===== src/sv/igri_pkg.sv =====
// Package: microcode control word, datapath codes and the control program.
`default_nettype none

package igri_pkg;

    localparam int PC_W = 5;
    localparam int KC_W = 29;

    typedef logic [PC_W-1:0] pc_t;

    typedef enum logic [3:0] {
        MUL_NONE,
        MUL_XZ,
        MUL_WY,
        MUL_YZ,
        MUL_WX,
        MUL_XX,
        MUL_YY,
        MUL_LIN_DT,
        MUL_VEL_DT
    } mul_sel_t;

    typedef enum logic [2:0] {
        ACC_HOLD,
        ACC_LOAD,
        ACC_LOADN,
        ACC_ADD,
        ACC_SUB,
        ACC_SHL,
        ACC_ADDK
    } acc_op_t;

    typedef enum logic [2:0] {
        K_ZERO,
        K_GRAV_RND,
        K_GRAVZ,
        K_VEL_RND,
        K_POS_RND
    } kc_t;

    typedef enum logic [2:0] {
        ST_NONE,
        ST_LIN,
        ST_VEL,
        ST_POS,
        ST_CLEAR,
        ST_DONE
    } st_op_t;

    typedef enum logic [1:0] {
        CNT_KEEP,
        CNT_INIT,
        CNT_DEC
    } cnt_op_t;

    typedef enum logic [1:0] {
        JMP_NONE,
        JMP_CHUNK,
        JMP_AXIS
    } jmp_t;

    typedef struct packed {
        mul_sel_t mul;
        acc_op_t  acc;
        kc_t      kc;
        st_op_t   st;
        cnt_op_t  cnt;
        jmp_t     jmp;
        pc_t      target;
    } ucw_t;

    localparam pc_t PC_AXIS   = 5'd8;
    localparam pc_t PC_HORNER = 5'd13;
    localparam pc_t PC_CLEAR  = 5'd18;
    localparam pc_t PC_LAST   = 5'd19;

    localparam ucw_t UCW_NOP = '{
        mul:    MUL_NONE,
        acc:    ACC_HOLD,
        kc:     K_ZERO,
        st:     ST_NONE,
        cnt:    CNT_KEEP,
        jmp:    JMP_NONE,
        target: 5'd0
    };

    // rounding offsets; gravity z also carries 0.5 in product units (1.0 after the doubling shift)
    function automatic logic [KC_W-1:0] kc_value(kc_t kc);
        logic [KC_W-1:0] v;
        unique case (kc)
            K_GRAV_RND: v = KC_W'(32'h0000_4000);
            K_GRAVZ:    v = KC_W'(32'h0800_4000);
            K_VEL_RND:  v = KC_W'(32'h0000_0800);
            K_POS_RND:  v = KC_W'(32'h0008_0000);
            default:    v = '0;
        endcase
        return v;
    endfunction

    // product register feeds the accumulator in the next microcode step
    function automatic ucw_t ucode(pc_t pc);
        ucw_t w;
        w = UCW_NOP;
        unique case (pc)
            5'd0: begin
                w.mul = MUL_XZ;
            end
            5'd1: begin
                w.mul = MUL_WY;
                w.acc = ACC_LOAD;
                w.kc  = K_GRAV_RND;
            end
            5'd2: begin
                w.mul = MUL_YZ;
                w.acc = ACC_SUB;
            end
            5'd3: begin
                w.mul = MUL_WX;
                w.acc = ACC_LOAD;
                w.kc  = K_GRAV_RND;
                w.st  = ST_LIN;
            end
            5'd4: begin
                w.mul = MUL_XX;
                w.acc = ACC_ADD;
            end
            5'd5: begin
                w.mul = MUL_YY;
                w.acc = ACC_LOADN;
                w.kc  = K_GRAVZ;
                w.st  = ST_LIN;
            end
            5'd6: begin
                w.acc = ACC_SUB;
            end
            5'd7: begin
                w.st = ST_LIN;
            end
            5'd8: begin
                w.mul = MUL_LIN_DT;
            end
            5'd9: begin
                w.acc = ACC_LOAD;
                w.kc  = K_VEL_RND;
            end
            5'd10: begin
                w.st  = ST_VEL;
                w.cnt = CNT_INIT;
            end
            5'd11: begin
                w.mul = MUL_VEL_DT;
            end
            5'd12: begin
                w.acc = ACC_LOAD;
                w.cnt = CNT_DEC;
            end
            5'd13: begin
                w.mul = MUL_VEL_DT;
            end
            5'd14: begin
                w.acc    = ACC_SHL;
                w.cnt    = CNT_DEC;
                w.jmp    = JMP_CHUNK;
                w.target = PC_HORNER;
            end
            5'd15: begin
                w.acc = ACC_ADDK;
                w.kc  = K_POS_RND;
            end
            5'd16: begin
                w.st     = ST_POS;
                w.jmp    = JMP_AXIS;
                w.target = PC_AXIS;
            end
            5'd17: begin
                w.st = ST_DONE;
            end
            5'd18: begin
                w.st = ST_CLEAR;
            end
            default: begin
                w.st = ST_DONE;
            end
        endcase
        return w;
    endfunction

endpackage

`default_nettype wire


===== src/sv/imu_gravity_removal_integrator.sv =====
// Top level: gravity removal and semi-implicit Euler integration, microcoded datapath.
//
//  channel | dir | handshake           | payload
//  --------+-----+---------------------+------------------------------------------
//  in      | in  | in_valid / in_stall | kind, accel_x/y/z, quat_w/x/y/z, step_time
//  out     | out | out_valid/out_stall | lin_acc_x/y/z, vel_x/y/z, pos_x/y/z
//
// Integrate request: stepped by the microcode program on the single shared 17x17 multiplier;
// velocity is multiplied in NCH = ceil(ACCUM_WIDTH/16) chunks of 16 bits.
// One request in flight; in_stall is high while it runs.
// The result register frees the input side; a finished request waits in its last
// step while out_stall holds the previous result.
// Reset clears control, velocity and position.
`default_nettype none

module imu_gravity_removal_integrator #(
    parameter int ACCUM_WIDTH = 32
) (
    input  logic                clk,
    input  logic                rst_n,

    input  logic                in_valid,
    output logic                in_stall,
    input  logic                kind,
    input  logic signed [15:0]  accel_x,
    input  logic signed [15:0]  accel_y,
    input  logic signed [15:0]  accel_z,
    input  logic signed [15:0]  quat_w,
    input  logic signed [15:0]  quat_x,
    input  logic signed [15:0]  quat_y,
    input  logic signed [15:0]  quat_z,
    input  logic [15:0]         step_time,

    output logic                out_valid,
    input  logic                out_stall,
    output logic signed [16:0]  lin_acc_x,
    output logic signed [16:0]  lin_acc_y,
    output logic signed [16:0]  lin_acc_z,
    output logic signed [31:0]  vel_x,
    output logic signed [31:0]  vel_y,
    output logic signed [31:0]  vel_z,
    output logic signed [31:0]  pos_x,
    output logic signed [31:0]  pos_y,
    output logic signed [31:0]  pos_z
);

    import igri_pkg::*;

    localparam int AW    = ACCUM_WIDTH;
    localparam int NCH   = (AW + 15) / 16;
    localparam int VX_W  = NCH * 16;
    localparam int ACC_W = VX_W + 18;
    localparam int CNT_W = $clog2(NCH);
    localparam int EXT_W = (AW > 32) ? AW : 32;

    localparam logic [1:0]       AXIS_LAST = 2'd2;
    localparam logic [CNT_W-1:0] CNT_TOP   = CNT_W'(NCH - 1);
    localparam logic [AW-1:0]    ACC_MAX   = {1'b0, {(AW-1){1'b1}}};
    localparam logic [AW-1:0]    ACC_MIN   = {1'b1, {(AW-1){1'b0}}};

    // control
    logic             run_reg,       run_next;
    pc_t              pc_reg,        pc_next;
    logic [1:0]       axis_reg,      axis_next;
    logic [CNT_W-1:0] cnt_reg,       cnt_next;
    logic             out_valid_reg, out_valid_next;

    // state
    logic signed [AW-1:0] vel_reg [3];
    logic signed [AW-1:0] vel_next [3];
    logic signed [AW-1:0] pos_reg [3];
    logic signed [AW-1:0] pos_next [3];

    // request and datapath
    logic signed [15:0]    accel_reg [3];
    logic signed [15:0]    qw_reg, qx_reg, qy_reg, qz_reg;
    logic [15:0]           dt_reg;
    logic signed [33:0]    prod_reg,  prod_next;
    logic signed [ACC_W-1:0] acc_reg, acc_next;
    logic signed [16:0]    lin_reg [3];
    logic signed [16:0]    lin_next [3];

    // result
    logic signed [16:0] out_lin_reg [3];
    logic signed [31:0] out_vel_reg [3];
    logic signed [31:0] out_pos_reg [3];
    logic signed [31:0] out_vel_next [3];
    logic signed [31:0] out_pos_next [3];
    logic               out_load;

    ucw_t                    uc;
    logic                    in_accept;
    logic signed [VX_W-1:0]  vel_ext;
    logic [15:0]             chunk;
    logic signed [16:0]      mul_a, mul_b;
    logic signed [ACC_W-1:0] prod_ext, k_ext, grav, dv_sh, dp_sh;
    logic signed [19:0]      lin_diff;
    logic signed [16:0]      lin_sat;
    logic [AW:0]             vsum, psum;
    logic [AW-1:0]           vsat, psat;
    logic signed [EXT_W-1:0] vx, px;

    assign uc        = ucode(pc_reg);
    assign in_stall  = run_reg;
    assign in_accept = in_valid && !run_reg;

    // multiplier operands
    always_comb
    begin
        vel_ext = VX_W'(vel_reg[axis_reg]);
        chunk   = vel_ext[cnt_reg*16 +: 16];
        unique case (uc.mul)
            MUL_XZ:
            begin
                mul_a = {qx_reg[15], qx_reg};
                mul_b = {qz_reg[15], qz_reg};
            end
            MUL_WY:
            begin
                mul_a = {qw_reg[15], qw_reg};
                mul_b = {qy_reg[15], qy_reg};
            end
            MUL_YZ:
            begin
                mul_a = {qy_reg[15], qy_reg};
                mul_b = {qz_reg[15], qz_reg};
            end
            MUL_WX:
            begin
                mul_a = {qw_reg[15], qw_reg};
                mul_b = {qx_reg[15], qx_reg};
            end
            MUL_XX:
            begin
                mul_a = {qx_reg[15], qx_reg};
                mul_b = {qx_reg[15], qx_reg};
            end
            MUL_YY:
            begin
                mul_a = {qy_reg[15], qy_reg};
                mul_b = {qy_reg[15], qy_reg};
            end
            MUL_LIN_DT:
            begin
                mul_a = lin_reg[axis_reg];
                mul_b = {1'b0, dt_reg};
            end
            MUL_VEL_DT:
            begin
                // top chunk carries the sign, lower chunks are unsigned
                mul_a = (cnt_reg == CNT_TOP) ? {chunk[15], chunk} : {1'b0, chunk};
                mul_b = {1'b0, dt_reg};
            end
            default:
            begin
                mul_a = '0;
                mul_b = '0;
            end
        endcase
        prod_next = mul_a * mul_b;
    end

    // accumulator
    always_comb
    begin
        prod_ext = ACC_W'(prod_reg);
        k_ext    = signed'({{(ACC_W-KC_W){1'b0}}, kc_value(uc.kc)});
        case (uc.acc)
            ACC_LOAD:  acc_next = prod_ext + k_ext;
            ACC_LOADN: acc_next = k_ext - prod_ext;
            ACC_ADD:   acc_next = acc_reg + prod_ext;
            ACC_SUB:   acc_next = acc_reg - prod_ext;
            ACC_SHL:   acc_next = (acc_reg <<< 16) + prod_ext;
            ACC_ADDK:  acc_next = acc_reg + k_ext;
            default:   acc_next = acc_reg;
        endcase
    end

    // store paths
    always_comb
    begin
        grav     = acc_reg >>> 15;
        lin_diff = {{4{accel_reg[axis_reg][15]}}, accel_reg[axis_reg]} - grav[19:0];
        if (lin_diff > 20'sd65535)
            lin_sat = 17'h0FFFF;
        else if (lin_diff < -20'sd65536)
            lin_sat = 17'h10000;
        else
            lin_sat = lin_diff[16:0];

        dv_sh = acc_reg >>> 12;
        vsum  = {vel_reg[axis_reg][AW-1], vel_reg[axis_reg]} + dv_sh[AW:0];
        if (vsum[AW] != vsum[AW-1])
            vsat = vsum[AW] ? ACC_MIN : ACC_MAX;
        else
            vsat = vsum[AW-1:0];

        dp_sh = acc_reg >>> 20;
        psum  = {pos_reg[axis_reg][AW-1], pos_reg[axis_reg]} + dp_sh[AW:0];
        if (psum[AW] != psum[AW-1])
            psat = psum[AW] ? ACC_MIN : ACC_MAX;
        else
            psat = psum[AW-1:0];
    end

    // result clamp to 32 bits
    always_comb
    begin
        vx = '0;
        px = '0;
        for (int i = 0; i < 3; i++)
        begin
            vx = EXT_W'(vel_reg[i]);
            px = EXT_W'(pos_reg[i]);
            if (vx > EXT_W'(32'sh7FFF_FFFF))
                out_vel_next[i] = 32'sh7FFF_FFFF;
            else if (vx < EXT_W'(32'sh8000_0000))
                out_vel_next[i] = 32'sh8000_0000;
            else
                out_vel_next[i] = vx[31:0];
            if (px > EXT_W'(32'sh7FFF_FFFF))
                out_pos_next[i] = 32'sh7FFF_FFFF;
            else if (px < EXT_W'(32'sh8000_0000))
                out_pos_next[i] = 32'sh8000_0000;
            else
                out_pos_next[i] = px[31:0];
        end
    end

    // sequencer
    always_comb
    begin
        run_next       = run_reg;
        pc_next        = pc_reg + PC_W'(1);
        axis_next      = axis_reg;
        cnt_next       = cnt_reg;
        out_valid_next = out_valid_reg && out_stall;
        out_load       = 1'b0;
        lin_next       = lin_reg;
        vel_next       = vel_reg;
        pos_next       = pos_reg;

        if (run_reg)
        begin
            unique case (uc.st)
                ST_LIN:
                begin
                    lin_next[axis_reg] = lin_sat;
                    axis_next = (axis_reg == AXIS_LAST) ? 2'd0 : axis_reg + 2'd1;
                end
                ST_VEL:
                begin
                    vel_next[axis_reg] = vsat;
                end
                ST_POS:
                begin
                    pos_next[axis_reg] = psat;
                end
                ST_CLEAR:
                begin
                    for (int i = 0; i < 3; i++)
                    begin
                        lin_next[i] = '0;
                        vel_next[i] = '0;
                        pos_next[i] = '0;
                    end
                end
                ST_DONE:
                begin
                    if (!out_valid_reg || !out_stall)
                    begin
                        out_load       = 1'b1;
                        out_valid_next = 1'b1;
                        run_next       = 1'b0;
                    end
                    else
                    begin
                        pc_next = pc_reg;
                    end
                end
                default:
                begin
                end
            endcase

            unique case (uc.cnt)
                CNT_INIT: cnt_next = CNT_TOP;
                CNT_DEC:  cnt_next = cnt_reg - CNT_W'(1);
                default:  cnt_next = cnt_reg;
            endcase

            unique case (uc.jmp)
                JMP_CHUNK:
                begin
                    if (cnt_reg != '0)
                        pc_next = uc.target;
                end
                JMP_AXIS:
                begin
                    if (axis_reg != AXIS_LAST)
                    begin
                        pc_next   = uc.target;
                        axis_next = axis_reg + 2'd1;
                    end
                    else
                    begin
                        axis_next = 2'd0;
                    end
                end
                default:
                begin
                end
            endcase
        end
        else if (in_valid)
        begin
            run_next  = 1'b1;
            pc_next   = kind ? PC_CLEAR : '0;
            axis_next = 2'd0;
        end
    end

    always_ff @(posedge clk or negedge rst_n)
    begin
        if (!rst_n)
        begin
            run_reg       <= 1'b0;
            pc_reg        <= '0;
            axis_reg      <= 2'd0;
            cnt_reg       <= '0;
            out_valid_reg <= 1'b0;
            for (int i = 0; i < 3; i++)
            begin
                vel_reg[i] <= '0;
                pos_reg[i] <= '0;
            end
        end
        else
        begin
            run_reg       <= run_next;
            pc_reg        <= pc_next;
            axis_reg      <= axis_next;
            cnt_reg       <= cnt_next;
            out_valid_reg <= out_valid_next;
            vel_reg       <= vel_next;
            pos_reg       <= pos_next;
        end
    end

    always_ff @(posedge clk)
    begin
        if (in_accept)
        begin
            accel_reg[0] <= accel_x;
            accel_reg[1] <= accel_y;
            accel_reg[2] <= accel_z;
            qw_reg       <= quat_w;
            qx_reg       <= quat_x;
            qy_reg       <= quat_y;
            qz_reg       <= quat_z;
            dt_reg       <= step_time;
        end
        prod_reg <= prod_next;
        acc_reg  <= acc_next;
        lin_reg  <= lin_next;
        if (out_load)
        begin
            out_lin_reg <= lin_reg;
            out_vel_reg <= out_vel_next;
            out_pos_reg <= out_pos_next;
        end
    end

    assign out_valid = out_valid_reg;
    assign lin_acc_x = out_lin_reg[0];
    assign lin_acc_y = out_lin_reg[1];
    assign lin_acc_z = out_lin_reg[2];
    assign vel_x     = out_vel_reg[0];
    assign vel_y     = out_vel_reg[1];
    assign vel_z     = out_vel_reg[2];
    assign pos_x     = out_pos_reg[0];
    assign pos_y     = out_pos_reg[1];
    assign pos_z     = out_pos_reg[2];

    a_pc_range: assert property (@(posedge clk) disable iff (!rst_n)
        run_reg |-> pc_reg <= PC_LAST)
        else $error("sequencer ran past the program");

    a_start: assert property (@(posedge clk) disable iff (!rst_n)
        in_valid && !in_stall |=> run_reg && (pc_reg == '0 || pc_reg == PC_CLEAR))
        else $error("accepted request did not start at a program entry");

    a_clear: assert property (@(posedge clk) disable iff (!rst_n)
        run_reg && uc.st == ST_CLEAR |=> vel_reg[0] == '0 && pos_reg[2] == '0)
        else $error("clear step left state nonzero");

endmodule

`default_nettype wire


===== config.mk =====
export PLATFORM = sky130hd
export DESIGN_NAME = imu_gravity_removal_integrator
export DESIGN_NICKNAME = d
export VERILOG_FILES = /design/src/sv/igri_pkg.sv /design/src/sv/imu_gravity_removal_integrator.sv
export SDC_FILE = /design/constraint.sdc
export NUM_CORES = 2
export LEC_CHECK = 0
export ABC_CLOCK_PERIOD_IN_PS = 19300
export BUFFER_PORTS_ARGS = -buffer_cell sky130_fd_sc_hd__clkbuf_2
export CORE_MARGIN = 3
export CORE_UTILIZATION = 40
export DETAILED_ROUTE_END_ITERATION = 16
export SYNTH_ARGS = -nofsm -noshare
export SYNTH_HDL_FRONTEND = slang
export SYNTH_SLANG_ARGS = --single-unit

===== constraint.sdc =====
create_clock -name clk -period 19.3 [get_ports clk]
set_input_delay 2.895 -clock clk [delete_from_list [all_inputs] [get_ports clk]]
set_output_delay 2.895 -clock clk [all_outputs]
set_load 0.05 [all_outputs]

# Word level (Yosys, flattened, before mapping)
# Memory sizes are Yosys's and may differ from the RTL's.
# Index checks and enable logic that the tools add are counted.
# totals
regBits	660
latchBits	0
ram_bits	48
mem_bits_ro	0
memories	1
# classes
addsub	12
n_mul	1
div_mod_pow	0
n_lt_le_gt_ge	16
eq_ne	49
shifts	1
n_mux	69
bitwise_logic	1
n_reduce_logical	33
# memory_table
name	words	width	read_ports	rd_clocked_by_memory_dff	wr	line_no	text
accel_reg	3	16	1	0	3	imu_gravity_removal_integrator.sv:75	logic signed [15:0] accel_reg [3];
# ops
operator	n
32-bit 2-to-1 mux	15
96-bit one-hot mux with 2 select lines	2
50-bit one-hot mux with 6 select lines	1
96-bit bitwise mux	2
32-bit > comparator (second input constant)	6
32-bit < comparator (second input constant)	6
32-bit binary-select mux with 2-bit select	2
28-bit one-hot mux with 4 select lines	1
17-bit 2-to-1 mux	6
51-bit one-hot mux with 2 select lines	1
50-bit by 34-bit adder with 50-bit output	2
17-bit one-hot mux with 5 select lines	1
17-bit one-hot mux with 4 select lines	1
32-bit demux with 2-bit select	1
51-bit bitwise mux	1
50-bit by 29-bit adder with 50-bit output	1
50-bit by 34-bit subtractor with 50-bit output	1
5-bit by 4-bit == test with 1-bit output (second input constant)	8
34-bit by 29-bit adder with 35-bit output	1
5-bit 2-to-1 mux	7
29-bit by 34-bit subtractor with 35-bit output	1
17-bit binary-select mux with 2-bit select	1
17-bit demux with 2-bit select	1
17-bit by 17-bit multiplier with 34-bit output	1
other kinds (49)	112

# Logic depth before layout (Yosys ltp)
# depth
ltp_word	9
ltp_mapped	34
mapped_depth_nobuf	32

# Worst setup path before layout
# No wires, ideal clock.
# synth_path
kind	in2reg
from	input port out_stall
to	register out_lin_reg (netlist bit lin_acc_x[0]) (enable)
setup_ps	929
arrival_ps	14311
required_time_ps	18371
path_slack_ps	4060
cell_stages	1
n_path_buf	0
cell_sequence	a21oi_1
# synth_via
elab_chain_cells	5
# synth_rtl
element	line_no	text
from (decl)	imu_gravity_removal_integrator.sv:35	input logic out_stall,
1-bit zero test	imu_gravity_removal_integrator.sv:270	if (!out_valid_reg || !out_stall)
1-bit logical OR	imu_gravity_removal_integrator.sv:270	
1-bit 2-to-1 mux	imu_gravity_removal_integrator.sv:270	
1-bit 2-to-1 mux	imu_gravity_removal_integrator.sv:245	unique case (uc.st)
1-bit 2-to-1 mux	imu_gravity_removal_integrator.sv:243	if (run_reg)
to (signal assigned)	imu_gravity_removal_integrator.sv:368	out_lin_reg <= lin_reg;
to (decl)	imu_gravity_removal_integrator.sv:84	logic signed [16:0] out_lin_reg [3];
# No other way between the ends.
# A chain may end at the register's enable or synchronous reset.

# Worst setup path after layout
# layout_path
from	register axis_reg[0]
to	register prod_reg[32]
# layout_via
elab_chain_cells	8
elab_cells_between_ends	11
cone_classes	mul (1); shift (1); mux (8); bitwise (1)
# layout_rtl
element	line_no	text
from (decl)	imu_gravity_removal_integrator.sv:64	logic [1:0] axis_reg, axis_next;
from (signal assigned)	imu_gravity_removal_integrator.sv:342	axis_reg <= axis_next;
2-bit inverter with 3-bit output (implied by the code) *	imu_gravity_removal_integrator.sv:110, imu_gravity_removal_integrator.sv:145	
32-bit binary-select mux with 2-bit select	imu_gravity_removal_integrator.sv:110	vel_ext = VX_W'(vel_reg[axis_reg]);
32-bit 2-to-1 mux (implied by the code) (2 in series)	imu_gravity_removal_integrator.sv:110	
32-bit by 6-bit variable part select with 16-bit output	imu_gravity_removal_integrator.sv:111	chunk = vel_ext[cnt_reg*16 +: 16];
17-bit 2-to-1 mux	imu_gravity_removal_integrator.sv:151	mul_a = (cnt_reg == CNT_TOP) ? {chunk[15], chunk} : {1'b0, chunk};
17-bit one-hot mux with 5 select lines *	imu_gravity_removal_integrator.sv:112	unique case (uc.mul)
17-bit by 17-bit multiplier with 34-bit output *	imu_gravity_removal_integrator.sv:160	prod_next = mul_a * mul_b;
net prod_next[32]	imu_gravity_removal_integrator.sv:78	logic signed [33:0] prod_reg, prod_next;
to (signal assigned)	imu_gravity_removal_integrator.sv:363	prod_reg <= prod_next;
to (decl)	imu_gravity_removal_integrator.sv:78	
# The timed path passes the listed nets; every way through them passes the cells marked *. The select of a mux whose other input is x is not followed.

==> results.tsv <==
stage	metric	value	unit
clocking	cts_tree	yes	
setup_path	critical-path-top-delay-family	adder cells	
timing	skew	0.04798	ns
clocking	cts_resized	0	
final_layout	drive_above_1_share	13.52	%
setup_path	worstSetupEndpointType	register	
clocking	path_clk_slew	0.07	ns
die	core_area	125900	sq um
clocking	root_buffer	clkbuf_16	
synth	netlist_area	50810	sq um
clocking	holdBufCountCts	0	
routing	routed-via-count	40467	
timing	grt_setup_unrepaired	false	
synth	syn_nets	5821	
synth	synth_compound_area_share	17.97	%
routing	first_pass_iters	6	
timing	hold_violations	0	
timing	worst_pin_slew	1.243	ns
clocking	cts_setup_buffers	0	
synth	synth_async_sr_flop_share	28.53	%
synth	synth_edf_count	472	
job	drv_cap	0	
global_route	track_usage	25.23	%
routing	vias_per_cell	5.811	
clocking	cts_max_path_buffers	3	
synth	synth_mux_area_share	2.113	%
synth	synth_xor_area_share	3.652	%
routing	route.met2.wl	78420	um
die	rows	130	
final_layout	instances_no_fill	6964	
clocking	cts.sinks	708	
routing	drt_iter0_drc	4079	
synth	synth_top_family_by_area	adder cells	
synth	postSynthAreaPerCell	9.928	sq um
die	die_h	362.4	um
routing	route.antenna.remaining_nets	0	
clocking	htree_levels	3	
setup_path	start_kind	register	
timing	post-route-period-util	52.76	%
place	routabilityCongestion	0.9738	
setup_path	slowest_delay	0.91	ns
synth	syn_inst	5118	
worst_hold_path	hold_class	reg2reg	
place	place_hpwl	127800	um
global_route	antenna_found_initial	7	
final_layout	syn_to_final_growth	11.76	%
timing	clock.fmax	98.21	MHz
timing	finalSetupTns	0	ns
routing	drc	0	
synth	ys_warn_count	0	
run_status	status	complete, no violations	
routing	wl	169000	um
setup_path	cp_max_fo	66	
final_layout	mostFrequentLayoutCell	nand2_1	
synth	synthSimpleGateAreaFrac	12.05	%
timing	maxSlewViolCount	0	
setup_path	worst-path-buf-inv	5	
global_route	grt_pass1_wl	252500	um
final_layout	fillers	11911	
place	place_inst	6812	
clocking	clk_latency	0.70	ns
routing	wl_met3	13390	um
timing	slew_headroom	17.05	%
setup_path	required	19.88	ns
synth	yosysTopAreaCell	edfxtp_1	
timing	setup_ws	9.117	ns
die	die-area	131300	sq um
routing	avgRoutedWirePerCell	24.27	um
global_route	grt_remaining_overflow	0	
die	die_x	362.4	um
die	io_pins	378	
timing	post-route-min-period	10.18	ns
place	post-place-ws	9.326	ns
setup_path	slowest_stage	o31ai_1	
synth	synth-seq-cells	708	
setup_path	crit_top_cell	fa_1	
die	start_util	40.36	%
setup_path	worstSetupPathType	reg2reg	
routing	drt-met1-wl	71430	um
final_layout	layout.nets	5947	
synth	synth.distinct_cells	91	
routing	top_layer	met5	
synth	synthAdderAreaFrac	18.48	%
synth	synthFlopType	edfxtp_1	
setup_path	cp.arrival	10.76	ns
synth	synth_top_area_share	27.90	%
synth	synthTopCellsByArea	edfxtp_1 (28%), fa_1 (12%), dfrtp_1 (9.9%), ha_1 (6.6%), nand2_1 (3.5%)	
place	portBuffers	377	
final_layout	most-common-layout-cells	nand2_1 (478), edfxtp_1 (472), inv_1 (450)	
synth	ys_seq_area_share	39.18	%
final_layout	fin_area	56790	sq um
clocking	cts-buffers-inserted	80	
global_route	first_global_vias	39581	
place	placed_area	54040	sq um
timing	finalSetupViolCount	0	
global_route	grt_max_degree	90	
-- cells in the mapped netlist (35+ instances only) --
library cell	number
a221o_1	170
nor2b_1	35
nand2_1	479
xnor2_1	127
fa_1	301
nand3_1	81
or2_2	51
dfrtp_1	202
nand2b_1	54
xor2_1	78
mux2i_1	105
clkbuf_1	390
o21ai_0	320
o211ai_1	37
edfxtp_1	472
ha_1	269
a21o_1	79
inv_1	450
nor2_1	429
a221oi_1	39
nor3_1	46
o21bai_1	37
a22o_1	38
a21oi_1	250
o21a_1	38
-- worst register-to-register path, delay by kind of cell (launching register included) --
kind                       cells  cell delay [ns]
adders and majority gates      7             3.53
AOI/OAI and AO/OA              9             2.98
and+or+nand+nor                6             1.46
buffers and inverters          5             1.22
DFF                            1             0.88
-- routing by layer --
| metal | GRT usage, % | vias to the layer above |
|---|---|---|
| met3 | 5.213 | 297 |
| met1 | 34.13 | 20030 |
| met2 | 40.59 | 1765 |
| met5 | 0 | - |
| met4 | 8.134 | 4 |
| li1 | - | 18371 |
-- per-stage QoR --
step / hold WS, ns / utilization [%]
5_1_grt: 0.4902 / 45.11
4_1_cts: 0.4771 / 45.10
3_5_place_dp: 0.4647 / 42.92
2_1_floorplan: 0.4491 / -
6_report: 0.4761 / 45.11
3_3_place_gp: 0.4595 / 42.92
-- logic make-up after synthesis --
kind of cell | after synthesis
AOI/OAI and AO/OA | 1307
xor gates and xnor gates | 208
adders and majority gates | 570
buffers and inverters | 876
DFF | 708
muxes | 107
and+or+nand+nor | 1342
-- final cells by class --
type	instances	area, sq um	share of cell area, %
Tap cell	1650	2064	3.635
Clock inverter	53	584.3	1.029
Inverter	450	1689	2.974
Clock buffer	96	2157	3.799
Timing Repair Buffer	470	2594	4.567
Multi-Input combinational cell	3534	27770	48.91
Sequential cell	708	19920	35.07
Antenna cell	3	7.507	0.01322
-- worst paths after layout --
path,from,end,slack (ns),depth (start not counted)
worst min register to register,pos_reg[90],pos_x[26],0.48,0
worst max register to register,axis_reg[0],prod_reg[32],9.12,27
min in group asynchronous,rst_n,pos_reg[84],2.22,1
max in group asynchronous,rst_n,axis_reg[0],15.68,2
worst min-delay path,pos_reg[90],pos_x[26],0.48,0
worst max-delay path,axis_reg[0],prod_reg[32],9.12,27
Power is not shown: default switching activity piles up to over one toggle a cycle in this logic, so the estimate is an artifact.
